File: config.mk
export PLATFORM = sky130hd
export DESIGN_NAME = mwas_cell
export DESIGN_NICKNAME = d
export VERILOG_FILES = /design/src/hdl/mwas_pkg.sv /design/src/hdl/mwas_cell.sv
export SDC_FILE = /design/constraint.sdc
export NUM_CORES = 1
export LEC_CHECK = 0
export ABC_AREA = 1
export BUFFER_PORTS_ARGS = -buffer_cell sky130_fd_sc_hd__buf_4
export CAP_MARGIN = 20
export CORE_MARGIN = 5
export CORE_UTILIZATION = 54
export DETAILED_ROUTE_END_ITERATION = 16
export PLACE_DENSITY = 0.81
export SYNTH_ARGS = -nofsm -noshare
export SYNTH_HDL_FRONTEND = slang
export SYNTH_SLANG_ARGS = --single-unit
File: constraint.sdc
create_clock -name clock -period 7.7 [get_ports clock]
set_input_delay 1.925 -clock clock [delete_from_list [all_inputs] [get_ports clock]]
set_output_delay 1.925 -clock clock [all_outputs]
set_load 0.05 [all_outputs]
File: src/hdl/mwas_pkg.sv
package mwas_pkg;

   // Defaults for the top-level parameters.
   localparam int MAX_SIZE_DEFAULT    = 32;
   localparam int WEIGHT_BITS_DEFAULT = 16;

   // Configuration port layout.
   localparam int CSR_DATA_BITS  = 32;
   localparam int CSR_ADDR_BITS  = 3;
   localparam int CSR_INDEX_BIT  = 2;
   localparam int SIZE_REG_BITS  = 6;
   localparam logic REG_SIZE_IN_USE = 1'b0;
   localparam logic [SIZE_REG_BITS-1:0] SIZE_RESET = 6'd32;

   // Commands broadcast from the controller to the column cells.
   typedef logic [2:0] cell_op_type;
   localparam cell_op_type OP_CLEAR      = 3'd0;
   localparam cell_op_type OP_TREE_START = 3'd1;
   localparam cell_op_type OP_WAVE       = 3'd2;
   localparam cell_op_type OP_ADJUST     = 3'd3;
   localparam cell_op_type OP_JOIN       = 3'd4;
   localparam cell_op_type OP_PAIR       = 3'd5;

   typedef struct packed {
      logic        valid;
      cell_op_type op;
   } cell_ctrl_type;

endpackage

File: src/hdl/mwas_cell.sv
module mwas_cell import mwas_pkg::*; #(
   parameter int MAX_SIZE    = MAX_SIZE_DEFAULT,
   parameter int WEIGHT_BITS = WEIGHT_BITS_DEFAULT,
   parameter int CELL_INDEX  = 0,
   localparam int IDX_BITS   = $clog2(MAX_SIZE),
   localparam int CNT_BITS   = $clog2(MAX_SIZE + 1),
   localparam int LABEL_BITS = WEIGHT_BITS + CNT_BITS + 1
) (
   input  logic                         clock,
   input  logic                         reset,
   input  cell_ctrl_type                ctrl,
   input  logic [IDX_BITS-1:0]          sel,
   input  logic [CNT_BITS-1:0]          row,
   input  logic signed [LABEL_BITS-1:0] value,
   input  logic [WEIGHT_BITS-1:0]       weight,
   input  logic signed [LABEL_BITS-1:0] tok_best_in,
   input  logic [IDX_BITS-1:0]          tok_col_in,
   input  logic                         tok_found_in,
   output logic signed [LABEL_BITS-1:0] tok_best_out,
   output logic [IDX_BITS-1:0]          tok_col_out,
   output logic                         tok_found_out,
   output logic [CNT_BITS-1:0]          partner_out,
   output logic [CNT_BITS-1:0]          source_out
);

   localparam logic signed [LABEL_BITS-1:0] SLACK_NONE = {1'b0, {(LABEL_BITS-1){1'b1}}};
   localparam logic [CNT_BITS-1:0] FREE = CNT_BITS'(MAX_SIZE);

   logic signed [LABEL_BITS-1:0] label_ff, label_in;
   logic signed [LABEL_BITS-1:0] slack_ff, slack_in;
   logic [CNT_BITS-1:0]          source_ff, source_in;
   logic [CNT_BITS-1:0]          partner_ff, partner_in;
   logic                         in_tree_ff, in_tree_in;
   logic signed [LABEL_BITS-1:0] tok_best_ff, tok_best_in_next;
   logic [IDX_BITS-1:0]          tok_col_ff, tok_col_in_next;
   logic                         tok_found_ff, tok_found_in_next;

   logic                         here;
   logic [LABEL_BITS:0]          sum;
   logic signed [LABEL_BITS-1:0] cand;
   logic                         scan_hit;
   logic                         take;
   logic signed [LABEL_BITS-1:0] new_slack;
   logic                         wins;

   // Slack of this column against the row being scanned.
   always_comb begin
      here     = (sel == IDX_BITS'(CELL_INDEX));
      sum      = {value[LABEL_BITS-1], value} + {label_ff[LABEL_BITS-1], label_ff}
                 - {{(LABEL_BITS+1-WEIGHT_BITS){1'b0}}, weight};
      cand     = sum[LABEL_BITS-1:0];
      scan_hit = ctrl.valid && (ctrl.op == OP_WAVE) && here && !in_tree_ff;
      take     = scan_hit && (slack_ff > cand);
      new_slack = take ? cand : slack_ff;
      wins     = scan_hit && (new_slack < tok_best_in);
   end

   // Command decode for the column state.
   always_comb begin
      label_in   = label_ff;
      slack_in   = slack_ff;
      source_in  = source_ff;
      partner_in = partner_ff;
      in_tree_in = in_tree_ff;
      if (ctrl.valid) begin
         case (ctrl.op)
            OP_CLEAR: begin
               partner_in = FREE;
               label_in   = '0;
            end
            OP_TREE_START: begin
               in_tree_in = 1'b0;
               slack_in   = SLACK_NONE;
               source_in  = FREE;
            end
            OP_WAVE: begin
               if (take) begin
                  slack_in  = cand;
                  source_in = row;
               end
            end
            OP_ADJUST: begin
               if (in_tree_ff) begin
                  label_in = label_ff + value;
               end else if (slack_ff != SLACK_NONE) begin
                  slack_in = slack_ff - value;
               end
            end
            OP_JOIN: begin
               if (here) begin
                  in_tree_in = 1'b1;
               end
            end
            OP_PAIR: begin
               if (here) begin
                  partner_in = row;
               end
            end
            default: begin
            end
         endcase
      end
   end

   // The minimum-slack token moves one cell down the chain every cycle.
   always_comb begin
      if (wins) begin
         tok_best_in_next  = new_slack;
         tok_col_in_next   = IDX_BITS'(CELL_INDEX);
         tok_found_in_next = 1'b1;
      end else begin
         tok_best_in_next  = tok_best_in;
         tok_col_in_next   = tok_col_in;
         tok_found_in_next = tok_found_in;
      end
   end

   always_ff @(posedge clock) begin
      if (reset) begin
         partner_ff   <= FREE;
         in_tree_ff   <= 1'b0;
         tok_found_ff <= 1'b0;
      end else begin
         partner_ff   <= partner_in;
         in_tree_ff   <= in_tree_in;
         tok_found_ff <= tok_found_in_next;
      end
      label_ff    <= label_in;
      slack_ff    <= slack_in;
      source_ff   <= source_in;
      tok_best_ff <= tok_best_in_next;
      tok_col_ff  <= tok_col_in_next;
   end

   assign tok_best_out  = tok_best_ff;
   assign tok_col_out   = tok_col_ff;
   assign tok_found_out = tok_found_ff;
   assign partner_out   = partner_ff;
   assign source_out    = source_ff;

endmodule

## Yosys cells after proc, flatten, opt, wreduce, memory -nomap -nowiden

Index checks and enable logic that the tools add are counted.

- Register bits: 88
- Output and inout bits: 41

- Add/subtract/negate cells: 4
- Order comparisons: 2
- Eq/ne operators: 12
- Mux-type cells: 14
- Reductions and logical operators: 18

Operators by type and width:

| cell | count |
|---|---|
| 2-to-1 mux 23 bit | 5 |
| case mux 23 bit (3 select lines) | 1 |
| adder 23 bit | 2 |
| case mux 23 bit (2 select lines) | 1 |
| case mux 6 bit (2 select lines) | 2 |
| > comparator 23 bit | 1 |
| < comparator 23 bit | 1 |
| != test 23 bit (second input constant) | 1 |
| subtractor 23 x 16 -> 23 bit | 1 |
| subtractor 23 bit | 1 |
| 2-to-1 mux 6 bit | 2 |
| != test 2 bit (second input constant) | 6 |
| AND reduction 3 bit | 4 |
| nonzero test 2 bit | 4 |
| == test 3 x 2 -> 1 bit (second input constant) | 2 |
| == test 3 bit (second input constant) | 2 |
| logical AND 1 bit | 5 |
| logical NOT 5 bit | 1 |
| AND reduction 4 bit | 1 |
| == test 3 x 1 -> 1 bit (second input constant) | 1 |
| logical NOT 3 bit | 1 |
| nonzero test 3 bit | 1 |
| 2-to-1 mux 1 bit | 2 |
| case mux 1 bit (2 select lines) | 1 |
| logical NOT 1 bit | 1 |

## Depth between registers and ports, before layout

- Depth after elaboration: 9
- Mapped depth: 44

## Worst setup path before layout

No wires, ideal clock.

- Path kind: in2reg
- Start: input port value[2]
- End: register tok_best_ff[10] (netlist: tok_best_out[10])
- Arrival time: 7.561 ns
- Setup slack: 0.026 ns
- Stages: 40
- Buffers on the path: 3
- Cell sequence: inv_1 > fa_1 > inv_1 > ha_1 > a21oi_1 > nand2_1 > a21oi_1 > o21ai_0 > a21boi_0 > o21bai_1 > nand2_1 > nand2_1 > nand2_1 > inv_1 > nor2_1 > inv_1 > ha_1 > nand2_1 > (+4 left out) > nand4_1 > nand4_1 > clkbuf_1 > nand2_1 > o21ai_0 > ha_1 > a21oi_1 > o21a_1 > nor2_1 > or4_1 > a21oi_1 > nand2_1 > nand2_2 > nand3_1 > buf_2 > buf_6 > nand2_1 > nand2_1

- Cells in the longest elaborated chain, start to end: 8

RTL lines:

| what | line | RTL |
|---|---|---|
| start, declared | mwas_cell.sv:14 | `input logic signed [LABEL_BITS-1:0] value,` |
| adder 23 bit * | mwas_cell.sv:49 | `sum = {value[LABEL_BITS-1], value} + {label_ff[LABEL_BITS-1], label_ff}` |
| subtractor 23 x 16 -> 23 bit * | mwas_cell.sv:50 | `- {{(LABEL_BITS+1-WEIGHT_BITS){1'b0}}, weight};` |
| > comparator 23 bit | mwas_cell.sv:53 | `take = scan_hit && (slack_ff > cand);` |
| logical AND 1 bit | mwas_cell.sv:53 |  |
| 2-to-1 mux 23 bit * | mwas_cell.sv:54 | `new_slack = take ? cand : slack_ff;` |
| < comparator 23 bit | mwas_cell.sv:55 | `wins = scan_hit && (new_slack < tok_best_in);` |
| logical AND 1 bit | mwas_cell.sv:55 |  |
| 2-to-1 mux 23 bit * | mwas_cell.sv:107 | `if (wins) begin` |
| named net tok_best_in_next[10] | mwas_cell.sv:34 | `logic signed [LABEL_BITS-1:0] tok_best_ff, tok_best_in_next;` |
| end signal, assigned | mwas_cell.sv:131 | `tok_best_ff <= tok_best_in_next;` |
| end, declared | mwas_cell.sv:34 |  |

The timed path passes the listed nets; every way through them passes the cells marked *.
A chain may end at the register's enable or synchronous reset.

## Worst setup path after layout

- Start: input port value[2]
- End: register tok_best_ff[13] (netlist: tok_best_out[13])

The elaborated chain is that of the path after synthesis.

==> flow_summary.toml <==
[final_layout]
regArea_um2 = 2282
mostFrequentLayoutCell = "buf_4"
final_util = 0.7335
diodes = 0
mostFrequentLayoutCells = "buf_4, nand2_1, inv_1"
fin_cells = 1677
drive_gt1_frac = 0.2553
n_fill_cell = 1250
multi_input_area_um2 = 5781
final_area_um2 = 11570
syn_to_final_growth_pct = 34.16
nets = 1677

[power_and_ir_drop]
power_density_nw_per_um2 = 154.5
combPwrFrac = 0.446
power_leakage_nw = 5.893
p_clk_frac = 0.260
p_int_mw = 1.092
switchingPower_uw = 695.4
p_seq_frac = 0.294
swShare = 0.3891
ir_worst_vdd_v = 0.0001236

[detailed_routing]
wl_per_cell_um = 15.58
ant_nets = 0
highest_layer = "met4"
drcViolationCount = 0
via_count = 9058
first_pass_iters = 5
met2_length_um = 12560
drt_iter0_drc = 514
wl_met1_um = 10970
wl_met3_um = 1949
finalWirelength_um = 26140
avgViaCountPerCell = 5.401

[worst_setup_path]
regToRegEndpoint = "tok_best_out[13]$_DFF_P_"
critPathLaunchType = "primary input"
endpoint_kind = "register"
slowest_stage = "fa_1"
r2r_setup_slack_ns = 1.35
setup.worst_path.start = "value[2]"
rr_startpoint = "label_ff[4]$_SDFFCE_PN0P_"
cp_slowest_stage_delay_ns = 0.56
crit_type = "primary input to register"
path_common_cell = "nand2_1"
cp_max_fo = 7
required_ns = 8.00
crit_end = "tok_best_out[13]$_DFF_P_"
r2r_cells = 39
crit_arrival_ns = 7.95

[die]
start_util = 0.5467
core-area_um2 = 15770
die_area_um2 = 18590
chipWidth_um = 136.4
die_h_um = 136.4
num_rows = 46
pin_count = 126

[timing]
period_minus_slack_ns = 7.642
relSlewSlack = 0.4112
post-route-period-util = 0.9924
drv_slew = 0
worstMarginPinSlew_ns = 0.8823
fmax_ghz = 0.1309
finalSetupViolCount = 0
clock_skew_ns = 0.01036
hold_viol_final = 0
setup_tns_ns = 0
worst_slack_ns = 0.05837

[synthesis]
async_flop_share = 0
ys_seq_elements = 88
ys_seq_area_frac = 0.2647
synth_compound_area_frac = 0.1585
synth_cell_types = 41
synthSimpleGateAreaFrac = 0.2319
synth_edf_count = 52
synth_xor_area_frac = 0.02540
syn_inst = 1195
ys_warn_count = 0
synthAdderAreaFrac = 0.2130
synth_top_family_by_area = "simple AND/OR/NAND/NOR gates"
synth_ff_type = "edfxtp_1"
syn-num-nets = 1416
netlist_area_um2 = 8622
synthMuxAreaShare = 0
synth_area_per_cell_um2 = 7.215

[placement]
post-place-cells = 1648
place_ws_ns = -0.3612
place_area_um2 = 10750
globalplace.congestion = 0.9365
dp.final_hpwl_um = 19940
io_buffers = 125

[clocking]
cts.sinks = 88
cts_buffers = 9
tritoncts = "done"
clk_pin_slew_ns = 0.08
clock_latency_ns = 0.37
cts_root_buf = "clkbuf_16"
cts-htree-levels = 3
cts_buffer_depth = 2

[global_route]
grt_pass1_wl_um = 38830
overflow = 0
grt_max_degree = 30
grt_pass1_vias = 8474
antenna_found_initial = 0
grtUsageTotal = 0.2607

[job]
maxCapViolations = 0

[hold_path]
hp-class = "register to register"

[outcome]
run_status = "complete, no violations"
==> layer usage <==
layer | vias up | track usage
met5 | - | 0
met4 | 0 | 0.07503
met3 | 60 | 0.03849
met2 | 344 | 0.4524
met1 | 4135 | 0.3373
li1 | 4519 | -
==> logic make-up (layout without fill, tap and decap cells) <==
logic type | count (synthesis) | count (layout)
buffers and inverters | 241 | 507
adder cells (fa/ha/maj) | 136 | 136
AND/OR/NAND/NOR | 457 | 457
flip-flops | 88 | 88
AO/OA/AOI/OAI | 248 | 248
XOR/XNOR | 25 | 25
==> layout make-up <==
| type | count | share of cell area |
|---|---|---|
| clock buffer | 9 | 0.01947 |
| clock inverter | 7 | 0.006274 |
| inverter | 222 | 0.07280 |
| multi-input combinational | 866 | 0.4997 |
| sequential | 88 | 0.1973 |
| tap | 216 | 0.02336 |
| timing repair buffer | 269 | 0.1811 |
==> cell usage after synthesis, types with 5 or more instances <==
| cell | number | area, µm² |
|---|---|---|
| fa_1 | 18 | 360.4 |
| xor2_1 | 18 | 157.7 |
| nand2_1 | 257 | 964.7 |
| o21a_1 | 13 | 97.59 |
| nand4_1 | 42 | 262.8 |
| o21ai_0 | 79 | 395.4 |
| inv_1 | 219 | 822.0 |
| edfxtp_1 | 52 | 1562 |
| a21o_1 | 5 | 37.54 |
| ha_1 | 118 | 1476 |
| or2_2 | 14 | 87.58 |
| clkbuf_1 | 11 | 41.29 |
| nor4_1 | 8 | 50.05 |
| o21bai_1 | 6 | 45.04 |
| o211ai_1 | 8 | 60.06 |
| buf_2 | 5 | 25.02 |
| dfxtp_1 | 36 | 720.7 |
| nor2_1 | 70 | 262.8 |
| nor3_1 | 7 | 35.03 |
| xnor2_1 | 7 | 61.31 |
| a21oi_1 | 120 | 600.6 |
| nand3_1 | 48 | 240.2 |
==> how the worst min path moves through the flow <==
stage	startpoint	endpoint	slack (ns)	depth (start not counted)
after CTS	partner_out[1]$_SDFFE_PP0P_	partner_out[1]$_SDFFE_PP0P_	0.47	2
after detailed placement	partner_out[1]$_SDFFE_PP0P_	partner_out[1]$_SDFFE_PP0P_	0.46	2
after global routing	partner_out[1]$_SDFFE_PP0P_	partner_out[1]$_SDFFE_PP0P_	0.51	2
final	partner_out[1]$_SDFFE_PP0P_	partner_out[1]$_SDFFE_PP0P_	0.47	2
after global placement	partner_out[5]$_SDFFE_PP1P_	partner_out[5]$_SDFFE_PP1P_	0.45	2
after floorplan	in_tree_ff$_SDFFE_PP0P_	in_tree_ff$_SDFFE_PP0P_	0.49	2
==> power by group through the flow <==
| stage | clock network, mW | registers, mW | logic [mW] |
|---|---|---|---|
| after global routing | 0.486 | 0.527 | 0.876 |
| after global placement | 0 | 0.536 | 0.683 |
| final | 0.465 | 0.526 | 0.797 |
| after detailed placement | 0 | 0.536 | 0.702 |
| after floorplan | 0 | 0.570 | 0.384 |
| after CTS | 0.463 | 0.525 | 0.708 |
==> worst max-delay path, delay by kind of cell <==
kind | cells | cell delay [ns]
and+or+nand+nor | 17 | 2.10
adders and majority gates | 4 | 1.38
AOI/OAI and AO/OA | 8 | 1.20
buffers and inverters | 10 | 1.11
xor gates and xnor gates | 1 | 0.21
==> stage by stage <==
step | hold WS, ns | total power, mW
3_3_place_gp | 0.4519 | 1.218
3_5_place_dp | 0.4580 | 1.238
5_1_grt | 0.5061 | 1.890
6_report | 0.4676 | 1.787
4_1_cts | 0.4687 | 1.696
2_1_floorplan | 0.4890 | 0.9532
==> registers in the layout (all words and copies together) (netlist names) <==
signal         count
label_ff          23
partner_out        6
slack_ff          23
tok_found_out      1
source_out         6
tok_col_out        5
in_tree_ff         1
tok_best_out      23
==> timing repair <==
action	in CTS	in global routing
hold endpoints to repair	0	0
setup endpoints to repair	29	29
buffers inserted	0	9
hold buffers	0	0
gates resized for setup	2	95
gates cloned	0	4
pin swaps	0	39
Power figures use the tool's default switching activity.
